### src/sv/psts_pkg.sv
// shared types, widths and codes for the pixel strip timed shifter
`default_nettype none

package psts_pkg;

  // field and register widths
  localparam int CMD_W     = 3;
  localparam int INDEX_W   = 10;
  localparam int BYTE_W    = 8;
  localparam int CFG_W     = 16;
  localparam int CFG_IDX_W = 3;
  localparam int AMOUNT_W  = 8;
  localparam int PERIOD_W  = 16;
  localparam int BPP_W     = 3;
  localparam int PCOUNT_W  = 9;
  localparam int TICK_W    = 17;
  // product of pixel count and bytes per pixel
  localparam int PROD_W    = 12;
  // span field wide enough for the largest store the parameters allow
  localparam int SPAN_W    = 15;

  localparam logic [TICK_W-1:0] TICK_MAX = '1;

  // command codes
  localparam logic [CMD_W-1:0] CMD_WRITE = 3'd0;
  localparam logic [CMD_W-1:0] CMD_READ  = 3'd1;
  localparam logic [CMD_W-1:0] CMD_START = 3'd2;
  localparam logic [CMD_W-1:0] CMD_STOP  = 3'd3;
  localparam logic [CMD_W-1:0] CMD_TICK  = 3'd4;

  // configuration register indexes
  localparam logic [CFG_IDX_W-1:0] REG_SHIFT_AMOUNT  = 3'd0;
  localparam logic [CFG_IDX_W-1:0] REG_SHIFT_PERIOD  = 3'd1;
  localparam logic [CFG_IDX_W-1:0] REG_RUN_DURATION  = 3'd2;
  localparam logic [CFG_IDX_W-1:0] REG_WRAP_MODE     = 3'd3;
  localparam logic [CFG_IDX_W-1:0] REG_MOVE_FORWARDS = 3'd4;
  localparam logic [CFG_IDX_W-1:0] REG_BPP           = 3'd5;
  localparam logic [CFG_IDX_W-1:0] REG_PIXEL_COUNT   = 3'd6;

  // configuration reset values
  localparam logic [AMOUNT_W-1:0] RST_SHIFT_AMOUNT = 8'd1;
  localparam logic [PERIOD_W-1:0] RST_SHIFT_PERIOD = 16'd100;
  localparam logic [PERIOD_W-1:0] RST_RUN_DURATION = 16'd0;
  localparam logic [BPP_W-1:0]    RST_BPP          = 3'd3;
  localparam logic [PCOUNT_W-1:0] RST_PIXEL_COUNT  = 9'd256;

  typedef enum logic [1:0] {
    ST_IDLE,
    ST_ACCESS,
    ST_PREP,
    ST_SHIFT
  } state_t;

  // control broadcast to every cell of the byte row
  typedef struct packed {
    logic              en;
    logic              go_left;
    logic [SPAN_W-1:0] span;
    logic [BYTE_W-1:0] tail;
  } cell_ctl_t;

endpackage

`default_nettype wire

### src/sv/psts_cell.sv
// one byte cell of the pixel row, moving its byte to a neighbor on command
`default_nettype none

module psts_cell #(
  parameter int IDX = 0
) (
  input  wire logic                        clk,
  input  wire logic                        rst_n,
  input  wire psts_pkg::cell_ctl_t         ctl,
  input  wire logic [psts_pkg::BYTE_W-1:0] from_left,
  input  wire logic [psts_pkg::BYTE_W-1:0] from_right,
  output logic      [psts_pkg::BYTE_W-1:0] q
);
  import psts_pkg::*;

  logic [BYTE_W-1:0] q_r;
  logic [BYTE_W-1:0] q_nxt;
  logic              in_span;
  logic              is_tail;

  // position of this cell relative to the active span
  assign in_span = SPAN_W'(IDX) < ctl.span;
  assign is_tail = SPAN_W'(IDX + 1) == ctl.span;

  // take the neighbor byte, or, moving left, the tail byte at the span end
  always_comb begin
    q_nxt = q_r;
    if (ctl.en && in_span) begin
      if (ctl.go_left) begin
        q_nxt = is_tail ? ctl.tail : from_right;
      end else begin
        q_nxt = from_left;
      end
    end
  end

  // store byte, cleared at reset
  always_ff @(posedge clk) begin
    if (!rst_n) begin
      q_r <= '0;
    end else begin
      q_r <= q_nxt;
    end
  end

  assign q = q_r;

endmodule

`default_nettype wire

### config.mk
export PLATFORM = sky130hd
export DESIGN_NAME = psts_cell
export DESIGN_NICKNAME = d
export VERILOG_FILES = /design/src/sv/psts_pkg.sv /design/src/sv/psts_cell.sv
export SDC_FILE = /design/constraint.sdc
export NUM_CORES = 1
export LEC_CHECK = 0
export ABC_AREA = 1
export BUFFER_PORTS_ARGS = -buffer_cell sky130_fd_sc_hd__buf_4
export CAP_MARGIN = 20
export CORE_MARGIN = 4
export CORE_UTILIZATION = 37
export CTS_CLUSTER_SIZE = 10
export DETAILED_ROUTE_END_ITERATION = 6
export MAX_ROUTING_LAYER = met4
export PLACE_DENSITY = 0.85
export RECOVER_POWER = 100
export SYNTH_ARGS = -nofsm -noshare
export SYNTH_HDL_FRONTEND = slang
export SYNTH_SLANG_ARGS = --single-unit
export TNS_END_PERCENT = 10
### constraint.sdc
create_clock -name clk -period 0.95 [get_ports clk]
set_input_delay 0 -clock clk [delete_from_list [all_inputs] [get_ports clk]]
set_output_delay 0 -clock clk [all_outputs]
set_load 0.005 [all_outputs]
==> summary.txt, run 1 <==
Status: finished, final reports clean
Area growth from synthesis to layout: 57.38%
Setup bufs post-CTS: 0
Critical Path RT: 1100 ps
Final WL: 2105 um
Share of cells above drive strength 1: 43.96%
Final worst slack: 151.1 ps
Total CTS buffers: 3
Starting Density: 38.85%
Placed Cells: 206
DIE WIDTH: 53.16 um
Synthesis-stage register bit count: 8
I/O pin cnt: 51
Largest net degree at the start of global routing: 17
First-pass GRT wire length: 3353 um
Period utilization: 84.10%
Routed WL per cell: 10.07 um
Synthesized area per cell: 5.849 um2
Global route overflow: 0
Crit path launch type: input pin
Row Count: 16
Worst-path fanout max: 16
Fmax: 1.252 GHz
Critical Setup Path Class: input pin to flip-flop
P_leak: 0.0007128 uW
H-Tree Level Count: 1
Total power: 979.2 uW
Place WS: -97.81 ps
Core box area: 0.001942 mm2
Initial antenna violation count: 0
CTS clk-pin slew, worst paths: 60 ps
Clock Latency Late Sink: 250 ps
Fin crit period: 798.9 ps
DR vias: 911
# port buffers: 50
Hold Buf Count CTS: 0
Root buffer cell: clkbuf_4
Clock Sinks: 8
DRC viols: 0
Die H: 53.16 um
Pwr/cell area: 824.7 mW/mm2
# resized after CTS: 0
Syn Inst Count: 129
VDD IR max: 416.3 uV
Ant diodes: 0
Most frequent cells in the layout: 46 x buf_4, 34 x inv_1, 28 x nand2_1
Post-synthesis cell type count: 14
Hpwl dp: 1800 um
Fin. max-slew vios: 0
Synthesized Nets: 172
Final net count: 227
TritonCTS clock tree: done
Min-delay worst type: input pin to flip-flop
Seq/Total Area, Yosys: 21.23%
Final ANT Viol Nets: 0
Drt first pass iters: 4
Initial DRC count: 11
Vias per inst: 4.359
Clock Path Buffers: 2
Vias in the first global route: 849
Placer congestion estimate: 0.7731
Clk_skew: 0 ps
Gr usage total: 16.44%
Hold Violations, Final: 0
Final setup violation count: 0
Mapped cell area: 754.5 um2
RSZ-0062 raised after global routing: no
Max-Cap Viols: 0
Non-filler instance count after layout: 209
Max FFs per register: 8
Worst-Margin Slew: 220.3 ps
Crit end category: flip-flop
Most common cell after layout, fill and taps aside: buf_4
Syn. warnings: 0
Slew margin rel.: 85.30%
DIE AREA: 0.002825 mm2
CP arrival: 950 ps
==> layer usage <==
layer,GRT usage [%],vias to the layer above,wire [um]
li1,-,480,-
met1,17.03,400,794
met2,31.40,29,1164
met3,4.225,2,142
met4,2.553,0,4
met5,-,-,0
==> worst max-delay path: stages <==
cell	delay (ps)
buf_4	110
nor2_1	90
nand2_1	100
nor2_1	190
nand2_4	70
nand2_4	190
nand2_1	80
nand2_1	80
a21oi_2	30
==> where the power goes <==
group	leakage (uW)	switching (uW)	internal [uW]
Combinational	0.000632	149	197
Sequential	0.0000665	12.5	361
Clock	0.0000138	115	145
Total	0.000713	277	703
==> per-stage QoR <==
step	cell area [um2]	util [%]	setup TNS [ps]	hold WS, ps
CTS	1190	61.28	0	36.01
global placement	1167	60.12	-329.9	299.8
finish	1187	61.15	0	42.42
global route	1187	61.15	0	39.84
floorplan	754.5	-	0	233.8
detailed placement	1167	60.12	-623.3	305.3
==> worst paths after layout <==
| check | start | slack (ps) | to | cells past startpoint |
|---|---|---|---|---|
| worst min register to register | q[4]$_SDFFE_PN0P_ | 530 | q[4]$_SDFFE_PN0P_ | 4 |
| worst min-delay path | rst_n | 40 | q[7]$_SDFFE_PN0P_ | 3 |
| worst max register to register | q[3]$_SDFFE_PN0P_ | 280 | q[3]$_SDFFE_PN0P_ | 4 |
| worst max-delay path | ctl[12] | 150 | q[2]$_SDFFE_PN0P_ | 9 |
==> cell type report <==
class | count | area [um2]
Sequential cell | 8 | 160.2
Fill cell | 197 | 754.5
Timing Repair Buffer | 54 | 405.4
Inverter | 34 | 127.6
Multi-Input combinational cell | 83 | 437.9
Clock buffer | 3 | 22.52
Tap cell | 27 | 33.78
==> synthesized netlist by cell type (all sizes together) <==
cell type / number / area, um2
dfxtp: 8 / 160.2
clkbuf: 2 / 7.510
nand2: 32 / 140.1
buf: 2 / 18.76
a21oi: 8 / 70.07
nand3: 16 / 80.08
inv: 34 / 127.6
nor2: 27 / 150.1
==> logic make-up (layout without fill, tap and decap cells) <==
kind of cell / after synthesis / after routing / share of synthesized area, %
flops: 8 / 8 / 21.23
buf+inv: 38 / 91 / 20.40
simple gates: 75 / 75 / 49.09
compound gates: 8 / 8 / 9.287
Note: power is estimated with default switching activity, not from simulation.
==> run 2: changes to the inputs <==
--- a/config.mk
+++ b/config.mk
@@ -9,11 +9,11 @@
 export BUFFER_PORTS_ARGS = -buffer_cell sky130_fd_sc_hd__buf_4
 export CAP_MARGIN = 20
 export CORE_MARGIN = 4
-export CORE_UTILIZATION = 37
+export CORE_UTILIZATION = 41
 export CTS_CLUSTER_SIZE = 10
 export DETAILED_ROUTE_END_ITERATION = 6
 export MAX_ROUTING_LAYER = met4
-export PLACE_DENSITY = 0.85
+export PLACE_DENSITY = 0.89
 export RECOVER_POWER = 100
 export SYNTH_ARGS = -nofsm -noshare
 export SYNTH_HDL_FRONTEND = slang
==> constraint.sdc (replaced) <==
create_clock -name clk -period 0.8 [get_ports clk]
set_input_delay 0 -clock clk [delete_from_list [all_inputs] [get_ports clk]]
set_output_delay 0 -clock clk [all_outputs]
set_load 0.005 [all_outputs]
==> run 2 against run 1 <==
Compared with the run above:
- hold slack worse by 9.1 ps
- global-route usage is 0.32 points higher
- via count decreased by 0.66%
- sequential power up 19%
- worst setup slack got worse by 92 ps
- core utilization rose by 9.7 points
- power is 20% higher
- non-clock buffer count stayed put
- routed wire length down 5.4%
- sequential share of layout area shrank 0.40 points
- critical path depth down 8
- register-to-register slack worse by 140 ps
- largest cell class unchanged
- highest routed layer unchanged
==> summary.txt, run 2 (synthesized netlist as in run 1, its figures left out) <==
Most frequent cells in the layout: 46 x buf_4, 34 x inv_1, 25 x nand2_1
Worst-path fanout max: 2
Largest net degree at the start of global routing: 17
Crit path cell chain: clkbuf_4
Share of cells above drive strength 1: 47.25%
Fin. max-slew vios: 0
Initial antenna violation count: 0
Critical Path RT: 800 ps
Max FFs per register: 8
Non-filler instance count after layout: 207
Fin crit period: 740.7 ps
Ant diodes: 0
Fmax: 1.350 GHz
Root buffer cell: clkbuf_4
Gr usage total: 16.76%
Core box area: 0.001727 mm2
CP peak stage delay: 340 ps
Area growth from synthesis to layout: 62.19%
Hold Violations, Final: 0
Clk_skew: 0 ps
Total power: 1176 uW
DRC viols: 0
Min-delay worst type: input pin to flip-flop
Hpwl dp: 1701 um
Placed Cells: 204
DR vias: 905
Final ANT Viol Nets: 0
Initial DRC count: 7
Clock Latency Late Sink: 250 ps
I/O pin cnt: 51
Crit path buffers/inverters: 1
# port buffers: 50
TritonCTS clock tree: done
Period utilization: 92.59%
Clock Path Buffers: 2
Top delay family on crit path: flip-flops
Crit end category: output port
Total CTS buffers: 3
Worst-Margin Slew: 158.9 ps
P_leak: 0.0007328 uW
Most common cell after layout, fill and taps aside: buf_4
Slew margin rel.: 89.36%
Die H: 50.90 um
Vias in the first global route: 852
Row Count: 15
Drt first pass iters: 4
WHS Endpoint: q[4]$_SDFFE_PN0P_
VDD IR max: 444.1 uV
CTS clk-pin slew, worst paths: 50 ps
Global route overflow: 0
DIE WIDTH: 50.90 um
Status: finished, final reports clean
Vias per inst: 4.372
Reg-to-Reg Start: q[3]$_SDFFE_PN0P_
Pwr/cell area: 961.1 mW/mm2
Final WL: 1991 um
First-pass GRT wire length: 3243 um
Starting Density: 43.70%
FF-to-FF End: q[3]$_SDFFE_PN0P_
Critical Setup Path Class: flip-flop to output port
Hold Buf Count CTS: 0
DIE AREA: 0.002590 mm2
Final setup violation count: 0
H-Tree Level Count: 1
Final net count: 227
Crit path launch type: flip-flop
Max-Cap Viols: 0
CP arrival: 740 ps
Slowest CP cell: dfxtp_1
Hold slack: 33.35 ps
Hold path cells: 3
Clock Sinks: 8
Placer congestion estimate: 0.7771
HP Start: rst_n
Routed WL per cell: 9.618 um
R2R depth: 4
R2R setup slack: 140 ps
## run 2: cell types whose count changed in the layout (fill, tap and decap cells not counted)
| cell | change |
|---|---|
| nand2_1 | -3 |
| nand2_2 | +2 |
| nor2_1 | -3 |
| nand2_8 | +1 |
| nor2_4 | +2 |
| nor2_2 | +1 |
## run 2: timing repair
| action | in CTS | in global routing |
|---|---|---|
| resized for setup | 0 | 2 |
| buffers inserted | 0 | 0 |
| endpoints found under the setup margin | 0 | 8 |
## run 2: worst max-delay path by stage
stage                      startpoint                 to  slack, ps  cells after the start
floorplan                     ctl[21]  q[0]$_SDFFE_PN0P_        -90                      9
global placement              ctl[16]  q[4]$_SDFFE_PN0P_       -200                      9
detailed placement            ctl[12]  q[2]$_SDFFE_PN0P_       -240                      9
CTS                           ctl[12]  q[2]$_SDFFE_PN0P_         30                      9
global route                  ctl[12]  q[2]$_SDFFE_PN0P_         -3                      9
finish              q[3]$_SDFFE_PN0P_               q[3]         60                      1
## run 2: report_power, final
part	internal, uW	total, uW	switching (uW)
Clock	172	308	136
Combinational	240	424	184
Sequential	429	444	15.0
## run 2: routing by layer
metal / vias to the layer above / GRT usage, % / share of wire (%)
li1: 486 / - / -
met1: 379 / 17.47 / 39
met2: 37 / 30.87 / 52
met3: 3 / 2.332 / 7.5
met4: 0 / 8.072 / 1.5
met5: - / - / 0
## run 2: layout make-up
type                            instances  area (um2)
Fill cell                             153       503.0
Multi-Input combinational cell         83       476.7
Timing Repair Buffer                   54       405.4
Sequential cell                         8       160.2
Inverter                               34       127.6
Tap cell                               25       31.28
Clock buffer                            3       22.52
## run 2: stage by stage
step	setup TNS, ps	worst slack [ps]	area [um2]	utilization (%)
floorplan	-511.3	-88.04	777.0	-
global placement	-1572	-203.1	1187	68.77
detailed placement	-1760	-237.5	1187	68.77
CTS	0	32.33	1210	70.07
global route	-2.575	-2.575	1224	70.87
finish	0	59.30	1224	70.87
