===== config.mk =====
export PLATFORM = sky130hd
export DESIGN_NAME = psts_ctrl
export DESIGN_NICKNAME = d
export VERILOG_FILES = /design/src/sv/psts_pkg.sv /design/src/sv/psts_ctrl.sv
export SDC_FILE = /design/constraint.sdc
export NUM_CORES = 1
export LEC_CHECK = 0
export BUFFER_PORTS_ARGS = -buffer_cell sky130_fd_sc_hd__buf_4
export CAP_MARGIN = 0
export CORE_MARGIN = 5
export CORE_UTILIZATION = 25
export CTS_BUF_LIST = sky130_fd_sc_hd__clkbuf_8
export DETAILED_ROUTE_END_ITERATION = 8
export PLACE_DENSITY = 0.41
export SLEW_MARGIN = 20
export SYNTH_ARGS = -nofsm -noshare
export SYNTH_HDL_FRONTEND = slang
export SYNTH_SLANG_ARGS = --single-unit

===== constraint.sdc =====
create_clock -name clk -period 9.5 [get_ports clk]
set_input_delay 0.95 -clock clk [delete_from_list [all_inputs] [get_ports clk]]
set_output_delay 0.95 -clock clk [all_outputs]
set_load 0.02 [all_outputs]

===== src/sv/psts_pkg.sv =====
// shared types, widths and codes for the pixel strip timed shifter
`default_nettype none

package psts_pkg;

  // field and register widths
  localparam int CMD_W     = 3;
  localparam int INDEX_W   = 10;
  localparam int BYTE_W    = 8;
  localparam int CFG_W     = 16;
  localparam int CFG_IDX_W = 3;
  localparam int AMOUNT_W  = 8;
  localparam int PERIOD_W  = 16;
  localparam int BPP_W     = 3;
  localparam int PCOUNT_W  = 9;
  localparam int TICK_W    = 17;
  // product of pixel count and bytes per pixel
  localparam int PROD_W    = 12;
  // span field wide enough for the largest store the parameters allow
  localparam int SPAN_W    = 15;

  localparam logic [TICK_W-1:0] TICK_MAX = '1;

  // command codes
  localparam logic [CMD_W-1:0] CMD_WRITE = 3'd0;
  localparam logic [CMD_W-1:0] CMD_READ  = 3'd1;
  localparam logic [CMD_W-1:0] CMD_START = 3'd2;
  localparam logic [CMD_W-1:0] CMD_STOP  = 3'd3;
  localparam logic [CMD_W-1:0] CMD_TICK  = 3'd4;

  // configuration register indexes
  localparam logic [CFG_IDX_W-1:0] REG_SHIFT_AMOUNT  = 3'd0;
  localparam logic [CFG_IDX_W-1:0] REG_SHIFT_PERIOD  = 3'd1;
  localparam logic [CFG_IDX_W-1:0] REG_RUN_DURATION  = 3'd2;
  localparam logic [CFG_IDX_W-1:0] REG_WRAP_MODE     = 3'd3;
  localparam logic [CFG_IDX_W-1:0] REG_MOVE_FORWARDS = 3'd4;
  localparam logic [CFG_IDX_W-1:0] REG_BPP           = 3'd5;
  localparam logic [CFG_IDX_W-1:0] REG_PIXEL_COUNT   = 3'd6;

  // configuration reset values
  localparam logic [AMOUNT_W-1:0] RST_SHIFT_AMOUNT = 8'd1;
  localparam logic [PERIOD_W-1:0] RST_SHIFT_PERIOD = 16'd100;
  localparam logic [PERIOD_W-1:0] RST_RUN_DURATION = 16'd0;
  localparam logic [BPP_W-1:0]    RST_BPP          = 3'd3;
  localparam logic [PCOUNT_W-1:0] RST_PIXEL_COUNT  = 9'd256;

  typedef enum logic [1:0] {
    ST_IDLE,
    ST_ACCESS,
    ST_PREP,
    ST_SHIFT
  } state_t;

  // control broadcast to every cell of the byte row
  typedef struct packed {
    logic              en;
    logic              go_left;
    logic [SPAN_W-1:0] span;
    logic [BYTE_W-1:0] tail;
  } cell_ctl_t;

endpackage

`default_nettype wire


===== src/sv/psts_ctrl.sv =====
// sequencer, timers and configuration registers of the pixel strip shifter
`default_nettype none

module psts_ctrl #(
  parameter int MAX_PIXELS          = 256,
  parameter int MAX_BYTES_PER_PIXEL = 4
) (
  input  wire logic                           clk,
  input  wire logic                           rst_n,
  input  wire logic                           start,
  output logic                                busy,
  input  wire logic [psts_pkg::CMD_W-1:0]     in_cmd,
  input  wire logic [psts_pkg::INDEX_W-1:0]   in_byte_index,
  input  wire logic [psts_pkg::BYTE_W-1:0]    in_byte_value,
  output logic                                out_valid,
  output logic      [psts_pkg::BYTE_W-1:0]    out_read_byte,
  output logic                                out_is_animating,
  output logic                                out_did_shift,
  output logic                                out_bad_amount,
  input  wire logic                           cfg_we,
  input  wire logic [psts_pkg::CFG_IDX_W-1:0] cfg_index,
  input  wire logic [psts_pkg::CFG_W-1:0]     cfg_data,
  input  wire logic [psts_pkg::BYTE_W-1:0]    head,
  output psts_pkg::cell_ctl_t                 ctl
);
  import psts_pkg::*;

  localparam int StoreBytes = MAX_PIXELS * MAX_BYTES_PER_PIXEL;
  localparam int SPW        = $clog2(StoreBytes + 1);
  localparam int CMPW       = (SPW > INDEX_W) ? SPW : INDEX_W;

  // configuration
  logic [AMOUNT_W-1:0] shift_amount_r;
  logic [PERIOD_W-1:0] shift_period_r;
  logic [PERIOD_W-1:0] run_duration_r;
  logic                wrap_mode_r;
  logic                move_forwards_r;
  logic [BPP_W-1:0]    bpp_r;
  logic [PCOUNT_W-1:0] pixel_count_r;

  // animation status
  state_t            state_r, state_nxt;
  logic              animating_r, animating_nxt;
  logic [TICK_W-1:0] elapsed_r, elapsed_nxt;
  logic [TICK_W-1:0] tsince_r, tsince_nxt;
  logic              first_r, first_nxt;

  // sequencer data
  logic [SPW-1:0]     step_r;
  logic [SPW-1:0]     n_r;
  logic [INDEX_W-1:0] idx_r;
  logic [BYTE_W-1:0]  val_r;
  logic               wr_r;
  logic [BYTE_W-1:0]  rd_r;

  // result registers
  logic              out_valid_r;
  logic [BYTE_W-1:0] out_read_byte_r;
  logic              out_is_animating_r;
  logic              out_did_shift_r;
  logic              out_bad_amount_r;

  logic              accept;
  logic              idx_ok;
  logic [TICK_W-1:0] elapsed_inc;
  logic [TICK_W-1:0] tsince_inc;
  logic              expire;
  logic              due;
  logic [PCOUNT_W-1:0] pcount_eff;
  logic [BPP_W-1:0]  bpp_eff;
  logic              amt_bad;
  logic              tick_shift;
  logic              tick_bad;
  logic [PROD_W-1:0] n_raw;
  logic [PROD_W-1:0] k_raw;
  logic [SPW-1:0]    n_eff;
  logic [SPW-1:0]    k_eff;
  logic [SPW-1:0]    steps;
  logic              hit;
  logic              last_step;
  logic              fire;
  logic [BYTE_W-1:0] res_rd;
  logic              res_anim;
  logic              res_shift;
  logic              res_bad;

  assign busy   = (state_r != ST_IDLE);
  assign accept = start && (state_r == ST_IDLE);
  assign idx_ok = 32'(in_byte_index) < StoreBytes;

  // tick counters and shift decision
  assign elapsed_inc = (elapsed_r < TICK_MAX) ? elapsed_r + TICK_W'(1) : TICK_MAX;
  assign tsince_inc  = (tsince_r < TICK_MAX) ? tsince_r + TICK_W'(1) : TICK_MAX;
  assign expire      = (run_duration_r != '0) &&
                       (elapsed_inc > TICK_W'(run_duration_r));
  assign due         = first_r || (tsince_inc > TICK_W'(shift_period_r));
  assign pcount_eff  = (32'(pixel_count_r) > MAX_PIXELS) ?
                       PCOUNT_W'(MAX_PIXELS) : pixel_count_r;
  assign bpp_eff     = (32'(bpp_r) > MAX_BYTES_PER_PIXEL) ?
                       BPP_W'(MAX_BYTES_PER_PIXEL) : bpp_r;
  assign amt_bad     = (shift_amount_r == '0) ||
                       (PCOUNT_W'(shift_amount_r) > pcount_eff);
  assign tick_shift  = animating_r && !expire && due && !amt_bad;
  assign tick_bad    = animating_r && !expire && due && amt_bad;

  // strip span and step count of a shift
  assign n_raw = PROD_W'(pcount_eff) * PROD_W'(bpp_eff);
  assign k_raw = PROD_W'(shift_amount_r) * PROD_W'(bpp_eff);
  assign n_eff = (32'(n_raw) > StoreBytes) ? SPW'(StoreBytes) : SPW'(n_raw);
  assign k_eff = SPW'(k_raw);
  assign steps = (move_forwards_r && wrap_mode_r) ? n_eff - k_eff : k_eff;

  // byte access position
  assign hit       = CMPW'(step_r) == CMPW'(idx_r);
  assign last_step = step_r == SPW'(StoreBytes - 1);

  // animation status update on an accepted transaction
  always_comb begin
    animating_nxt = animating_r;
    elapsed_nxt   = elapsed_r;
    tsince_nxt    = tsince_r;
    first_nxt     = first_r;
    if (accept) begin
      case (in_cmd)
        CMD_START: begin
          animating_nxt = 1'b1;
          elapsed_nxt   = '0;
          tsince_nxt    = '0;
          first_nxt     = 1'b1;
        end
        CMD_STOP: begin
          animating_nxt = 1'b0;
        end
        CMD_TICK: begin
          if (animating_r) begin
            elapsed_nxt = elapsed_inc;
            if (expire) begin
              animating_nxt = 1'b0;
            end else if (due) begin
              tsince_nxt = '0;
              first_nxt  = 1'b0;
            end else begin
              tsince_nxt = tsince_inc;
            end
          end
        end
        default: begin
        end
      endcase
    end
  end

  // next state
  always_comb begin
    state_nxt = state_r;
    case (state_r)
      ST_IDLE: begin
        if (accept) begin
          case (in_cmd)
            CMD_WRITE, CMD_READ: begin
              if (idx_ok) begin
                state_nxt = ST_ACCESS;
              end
            end
            CMD_TICK: begin
              if (tick_shift) begin
                state_nxt = ST_PREP;
              end
            end
            default: begin
            end
          endcase
        end
      end
      ST_ACCESS: begin
        if (last_step) begin
          state_nxt = ST_IDLE;
        end
      end
      ST_PREP: begin
        state_nxt = (steps == '0) ? ST_IDLE : ST_SHIFT;
      end
      ST_SHIFT: begin
        if (step_r == SPW'(1)) begin
          state_nxt = ST_IDLE;
        end
      end
      default: begin
        state_nxt = ST_IDLE;
      end
    endcase
  end

  // cell row control and result values
  always_comb begin
    ctl       = '0;
    fire      = 1'b0;
    res_rd    = '0;
    res_anim  = animating_nxt;
    res_shift = 1'b0;
    res_bad   = 1'b0;
    case (state_r)
      ST_IDLE: begin
        if (accept) begin
          case (in_cmd)
            CMD_WRITE, CMD_READ: begin
              fire = !idx_ok;
            end
            CMD_TICK: begin
              fire    = !tick_shift;
              res_bad = tick_bad;
            end
            default: begin
              fire = 1'b1;
            end
          endcase
        end
      end
      ST_ACCESS: begin
        // full rotation of the row, the addressed byte passes the head
        ctl.en      = 1'b1;
        ctl.go_left = 1'b1;
        ctl.span    = SPAN_W'(StoreBytes);
        ctl.tail    = (wr_r && hit) ? val_r : head;
        fire        = last_step;
        res_rd      = wr_r ? '0 : (hit ? head : rd_r);
      end
      ST_PREP: begin
        fire      = (steps == '0);
        res_shift = 1'b1;
      end
      ST_SHIFT: begin
        // one byte position per cycle within the strip span
        ctl.en      = 1'b1;
        ctl.go_left = !(move_forwards_r && !wrap_mode_r);
        ctl.span    = SPAN_W'(n_r);
        ctl.tail    = wrap_mode_r ? head : '0;
        fire        = (step_r == SPW'(1));
        res_shift   = 1'b1;
      end
      default: begin
      end
    endcase
  end

  // registers
  always_ff @(posedge clk) begin
    if (!rst_n) begin
      state_r         <= ST_IDLE;
      animating_r     <= 1'b0;
      elapsed_r       <= '0;
      tsince_r        <= '0;
      first_r         <= 1'b1;
      shift_amount_r  <= RST_SHIFT_AMOUNT;
      shift_period_r  <= RST_SHIFT_PERIOD;
      run_duration_r  <= RST_RUN_DURATION;
      wrap_mode_r     <= 1'b1;
      move_forwards_r <= 1'b1;
      bpp_r           <= RST_BPP;
      pixel_count_r   <= RST_PIXEL_COUNT;
      out_valid_r     <= 1'b0;
    end else begin
      state_r     <= state_nxt;
      animating_r <= animating_nxt;
      elapsed_r   <= elapsed_nxt;
      tsince_r    <= tsince_nxt;
      first_r     <= first_nxt;
      out_valid_r <= fire;

      // configuration writes
      if (cfg_we) begin
        case (cfg_index)
          REG_SHIFT_AMOUNT:  shift_amount_r  <= cfg_data[AMOUNT_W-1:0];
          REG_SHIFT_PERIOD:  shift_period_r  <= cfg_data[PERIOD_W-1:0];
          REG_RUN_DURATION:  run_duration_r  <= cfg_data[PERIOD_W-1:0];
          REG_WRAP_MODE:     wrap_mode_r     <= cfg_data[0];
          REG_MOVE_FORWARDS: move_forwards_r <= cfg_data[0];
          REG_BPP:           bpp_r           <= cfg_data[BPP_W-1:0];
          REG_PIXEL_COUNT:   pixel_count_r   <= cfg_data[PCOUNT_W-1:0];
          default: begin
          end
        endcase
      end
    end
  end

  // sequencer data and result payload
  always_ff @(posedge clk) begin
    if (fire) begin
      out_read_byte_r    <= res_rd;
      out_is_animating_r <= res_anim;
      out_did_shift_r    <= res_shift;
      out_bad_amount_r   <= res_bad;
    end
    if (accept) begin
      idx_r  <= in_byte_index;
      val_r  <= in_byte_value;
      wr_r   <= (in_cmd == CMD_WRITE);
      rd_r   <= '0;
      step_r <= '0;
    end else begin
      case (state_r)
        ST_ACCESS: begin
          if (hit && !wr_r) begin
            rd_r <= head;
          end
          step_r <= step_r + SPW'(1);
        end
        ST_PREP: begin
          n_r    <= n_eff;
          step_r <= steps;
        end
        ST_SHIFT: begin
          step_r <= step_r - SPW'(1);
        end
        default: begin
        end
      endcase
    end
  end

  assign out_valid        = out_valid_r;
  assign out_read_byte    = out_read_byte_r;
  assign out_is_animating = out_is_animating_r;
  assign out_did_shift    = out_did_shift_r;
  assign out_bad_amount   = out_bad_amount_r;

  // a result follows either an accepted transaction or the end of busy work
  a_result_origin: assert property (@(posedge clk) disable iff (!rst_n)
    out_valid_r |-> ($past(accept) || $past(state_r != ST_IDLE)))
    else $error("result strobe without a transaction");

  // a shift in progress always has steps left
  a_shift_steps: assert property (@(posedge clk) disable iff (!rst_n)
    (state_r == ST_SHIFT) |-> (step_r != '0))
    else $error("shift state with no steps left");

  // a tick never both shifts and reports a bad amount
  a_flags_exclusive: assert property (@(posedge clk) disable iff (!rst_n)
    out_valid_r |-> !(out_did_shift_r && out_bad_amount_r))
    else $error("did_shift and bad_amount together");

  // stop clears the animation
  a_stop_clears: assert property (@(posedge clk) disable iff (!rst_n)
    (accept && (in_cmd == CMD_STOP)) |=> !animating_r)
    else $error("animation still running after stop");

  // shift work only happens while the animation runs
  a_shift_animating: assert property (@(posedge clk) disable iff (!rst_n)
    ((state_r == ST_PREP) || (state_r == ST_SHIFT)) |-> animating_r)
    else $error("shift work while stopped");

endmodule

`default_nettype wire


==> results.rst <==
.. list-table::
   :header-rows: 1

   * - Metric
     - Value
   * - Number of rows created at floorplan
     - 75
   * - CP Cell Sequence
     - nor2b_1, nand2_1, fa_1, fa_1, nor2b_1, o31a_1, o21a_1, nor2_2, xnor2_1, or4_1, o21a_1, nor2b_1, ha_1, nor2b_1, o31ai_1, a21oi_1, nand4b_1, o211ai_1, nor4_1, nand4_1, nand2_1
   * - CP Max Fanout
     - 22
   * - Root Driver
     - clkbuf_8
   * - Inserted Diodes
     - 0
   * - Final Routed Wirelength
     - 29.2 mm
   * - Clock-pin slew reported for the worst setup and hold paths after clock tree synthesis
     - 0.08 ns
   * - Overflow left after global routing
     - 0
   * - Nets
     - 1,436
   * - RSZ-0062 raised after global routing
     - no
   * - Critical path launch point
     - bpp_r[2]
   * - Total number of vias
     - 8,583
   * - Slew @ Worst Pin
     - 0.973 ns
   * - Switching power
     - 547 µW
   * - Latest clock arrival within the worst-skew pair
     - 0.50 ns
   * - DRT antenna net count
     - 0
   * - Number of DRC markers in iteration 0
     - 382
   * - Number of storage elements in the synthesis netlist
     - 153
   * - Synthesized netlist cell count
     - 1,242
   * - Detailed placement HPWL
     - 22.4 mm
   * - Buffers inserted during post-CTS setup optimization
     - 0
   * - Post-route fraction of the period consumed by the critical path
     - 74.3%
   * - CTS tree
     - built
   * - Number of failing setup endpoints in the final timing report
     - 0
   * - Total GRT Usage
     - 12.6%
   * - Worst-case headroom to the max-slew limit
     - between 30% and 40%
   * - CP peak stage delay
     - approximately 0.85 ns
   * - YS warnings
     - 0
   * - Overall die height
     - 214 µm
   * - Critical path launch point type
     - flip-flop
   * - Share of total power in the clock network
     - 31.9%
   * - Avg Cell Area, Syn
     - between 8 and 9 µm²
   * - H-tree Lvls
     - 4
   * - Flip-flop cell with the highest count after synthesis
     - dfxtp_1
   * - Wire length of the first global-routing pass
     - 47.2 mm
   * - Fmax achieved
     - 0.142 GHz
   * - Cell area after layout
     - between 10,000 and 15,000 µm²
   * - Via count of the first global-routing pass
     - 8,330
   * - Die area
     - about 46,000 µm²
   * - Antenna violations before repair
     - 0
   * - Async SR Flop Fraction
     - 0%
   * - CTS max path bufs
     - 2
   * - Reg power frac
     - between 40% and 50%
   * - Layout cell share with drive strength beyond 1
     - 11.2%
   * - Switching Fraction
     - ~33%
   * - Netlist area before placement
     - 10,500 µm²
   * - Sum of negative setup slack
     - 0 ns
   * - Buffer and inverter count on the worst path
     - 0
   * - Worst hold start
     - pixel_count_r[5]
   * - Leakage power
     - ~0.0050 µW
   * - Final worst clock skew
     - 0.0158 ns
   * - Required time at the worst-slack endpoint
     - 9.63 ns
   * - Core box area
     - 41,700 µm²
   * - Iteration count of the initial detailed-routing pass
     - 5
   * - Cell with the largest stage delay on the worst path
     - nor2b_1
   * - Chip Width
     - ~210 µm
   * - Launch point of the worst reg-to-reg path
     - bpp_r[2]
   * - Arrival time at the worst endpoint
     - 7.19 ns
   * - Clock sink count
     - 153
   * - Total cell area at the placement stage
     - 11,500 µm²
   * - Initial standard-cell utilization of the core
     - 25.1%
   * - IR Drop Worst-Case VDD
     - 0.0860 mV
   * - Detail-routed net length per standard cell
     - around 16 µm
   * - Number of CTS-inserted buffers
     - 17
   * - Max-capacitance violation count
     - 0
   * - Worst min path class
     - flip-flop to flip-flop
   * - Vias/cell
     - roughly 4.7
   * - Fillcell total
     - 4,517
   * - Unique cell type count in the Yosys netlist
     - 77
   * - Post-CTS resize count
     - 0
   * - Combinational power share
     - 21.4%
   * - Maximum number of pins on one net before global-route repair
     - just under 80
   * - Synthesis-to-finish area growth
     - 14.3%
   * - Min Clock Period, post-route
     - between 7 and 8 ns
   * - Last weighted congestion value of the routability-driven placer
     - 0.782
   * - Hold buffers post-CTS
     - 0
   * - Io pins
     - 90
   * - Post-synth EDFFs
     - 41
   * - Internal
     - 1130 µW
   * - Kind of end point of the critical path
     - flip-flop
   * - Critical path class
     - flip-flop to flip-flop
   * - Number of max-slew violations in the final report
     - 0
   * - Power density over the cells
     - 140 nW/µm²
   * - Outcome
     - complete, no violations
   * - Count of final hold-check violations
     - 0
   * - Sequential-to-total area share from yosys stat
     - 33.2%
   * - DR DRC count
     - 0
   * - Total of buffers placed on input and output ports
     - 85
   * - Top delay family on crit path
     - simple AND/OR/NAND/NOR gates
   * - Most common cell type on the critical path
     - nor2b_1
[power groups by stage]
stage,Combinational [µW],Sequential (µW),Clock [µW]
after CTS,364,783,560
after global routing,405,791,585
after detailed placement,362,797,0
after global placement,362,797,0
final,359,781,535
after floorplan,267,764,0
[worst paths after layout]
check / to / slack (ns) / depth (start not counted)
worst max-delay path: out_read_byte[6] / 2.44 / 21
worst min-delay path: pixel_count_r[5] / 0.46 / 2
worst max register to register: out_read_byte[6] / 2.44 / 21
worst min register to register: pixel_count_r[5] / 0.46 / 2
[cell usage in the layout (no fill, tap or decap), types with 17 or more instances in the layout]
cell,n
a22o_1,25
and2_1,26
clkbuf_8,17
nor2b_1,38
a21boi_0,52
inv_1,88
nor3_1,22
dfxtp_1,112
ha_1,76
o21ai_0,37
a21oi_1,52
nand2_1,196
and3_1,30
nor2_1,63
edfxtp_1,41
xor2_1,34
mux2i_1,25
o21a_1,21
buf_4,88
nand3_1,35
[cell usage after synthesis (all sizes together), types with 21 or more instances]
| cell | count | share of area [%] |
|---|---|---|
| a21oi | 52 | 2.5 |
| nand3 | 36 | 1.8 |
| and3 | 30 | 1.8 |
| o21ai | 40 | 2.0 |
| dfxtp | 112 | 21 |
| xor2 | 34 | 2.8 |
| a21boi | 53 | 3.8 |
| a22o | 25 | 2.1 |
| nor2b | 39 | 2.4 |
| and2 | 26 | 1.6 |
| o21a | 21 | 1.5 |
| clkbuf | 46 | 1.7 |
| ha | 76 | 9.1 |
| edfxtp | 41 | 12 |
| nand2 | 196 | 7.0 |
| nor3 | 22 | 1.1 |
| inv | 88 | 3.2 |
| nor2 | 66 | 2.4 |
| mux2i | 25 | 2.4 |
[stage by stage]
step           hold WS (ns)  total power (µW)  util, %  instances  setup WS, ns
2_1_floorplan         0.427              1030        -       1245          3.70
3_3_place_gp          0.450              1160     27.7       1812          2.60
3_5_place_dp          0.442              1160     27.7       1812          2.41
4_1_cts               0.469              1710     28.7       1844          2.39
5_1_grt               0.482              1780     28.7       1844          1.74
6_report              0.463              1670     28.7       1844          2.44
[registers in the layout (all words and copies together) (netlist names), 9 cells and up]
signal	count
elapsed_r	17
tsince_r	17
run_duration_r	16
shift_period_r	16
n_r	11
step_r	11
idx_r	10
pixel_count_r	9
[kinds of logic (layout without fill, tap and decap cells)]
group,after synthesis,in the layout,share of synthesized area [%]
AND/OR/NAND/NOR,493,493,23.3
AO/OA/AOI/OAI,276,276,18.3
flip-flops,153,153,33.2
buffers and inverters,148,208,5.74
adder cells (fa/ha/maj),92,92,12.2
XOR/XNOR,50,50,4.19
multiplexers,29,29,3.04
other,1,4,0.0359
[routing by layer]
metal | global-route usage (%) | routed length [µm]
met4 | 2.64 | 225
met1 | 17.8 | 14800
met3 | 2.99 | 1060
met2 | 19.8 | 13100
met5 | 0 | 0
[final cells by class]
cell class                      count  area [µm²]  share of cell area (%)
Clock inverter                     15         179                    1.50
Tap cell                          539         674                    5.64
Sequential cell                   153        3470                    29.1
Clock buffer                       17         234                    1.96
Inverter                           88         330                    2.76
Timing Repair Buffer               88         661                    5.53
Multi-Input combinational cell    944        6400                    53.5
[tightest hold or removal path, delay by kind of cell, from the launching register on]
family,cells,cell delay (ns)
compound gates,1,0.06
simple gates,1,0.04
flops,1,0.31
Power figures use the tool's default switching activity.
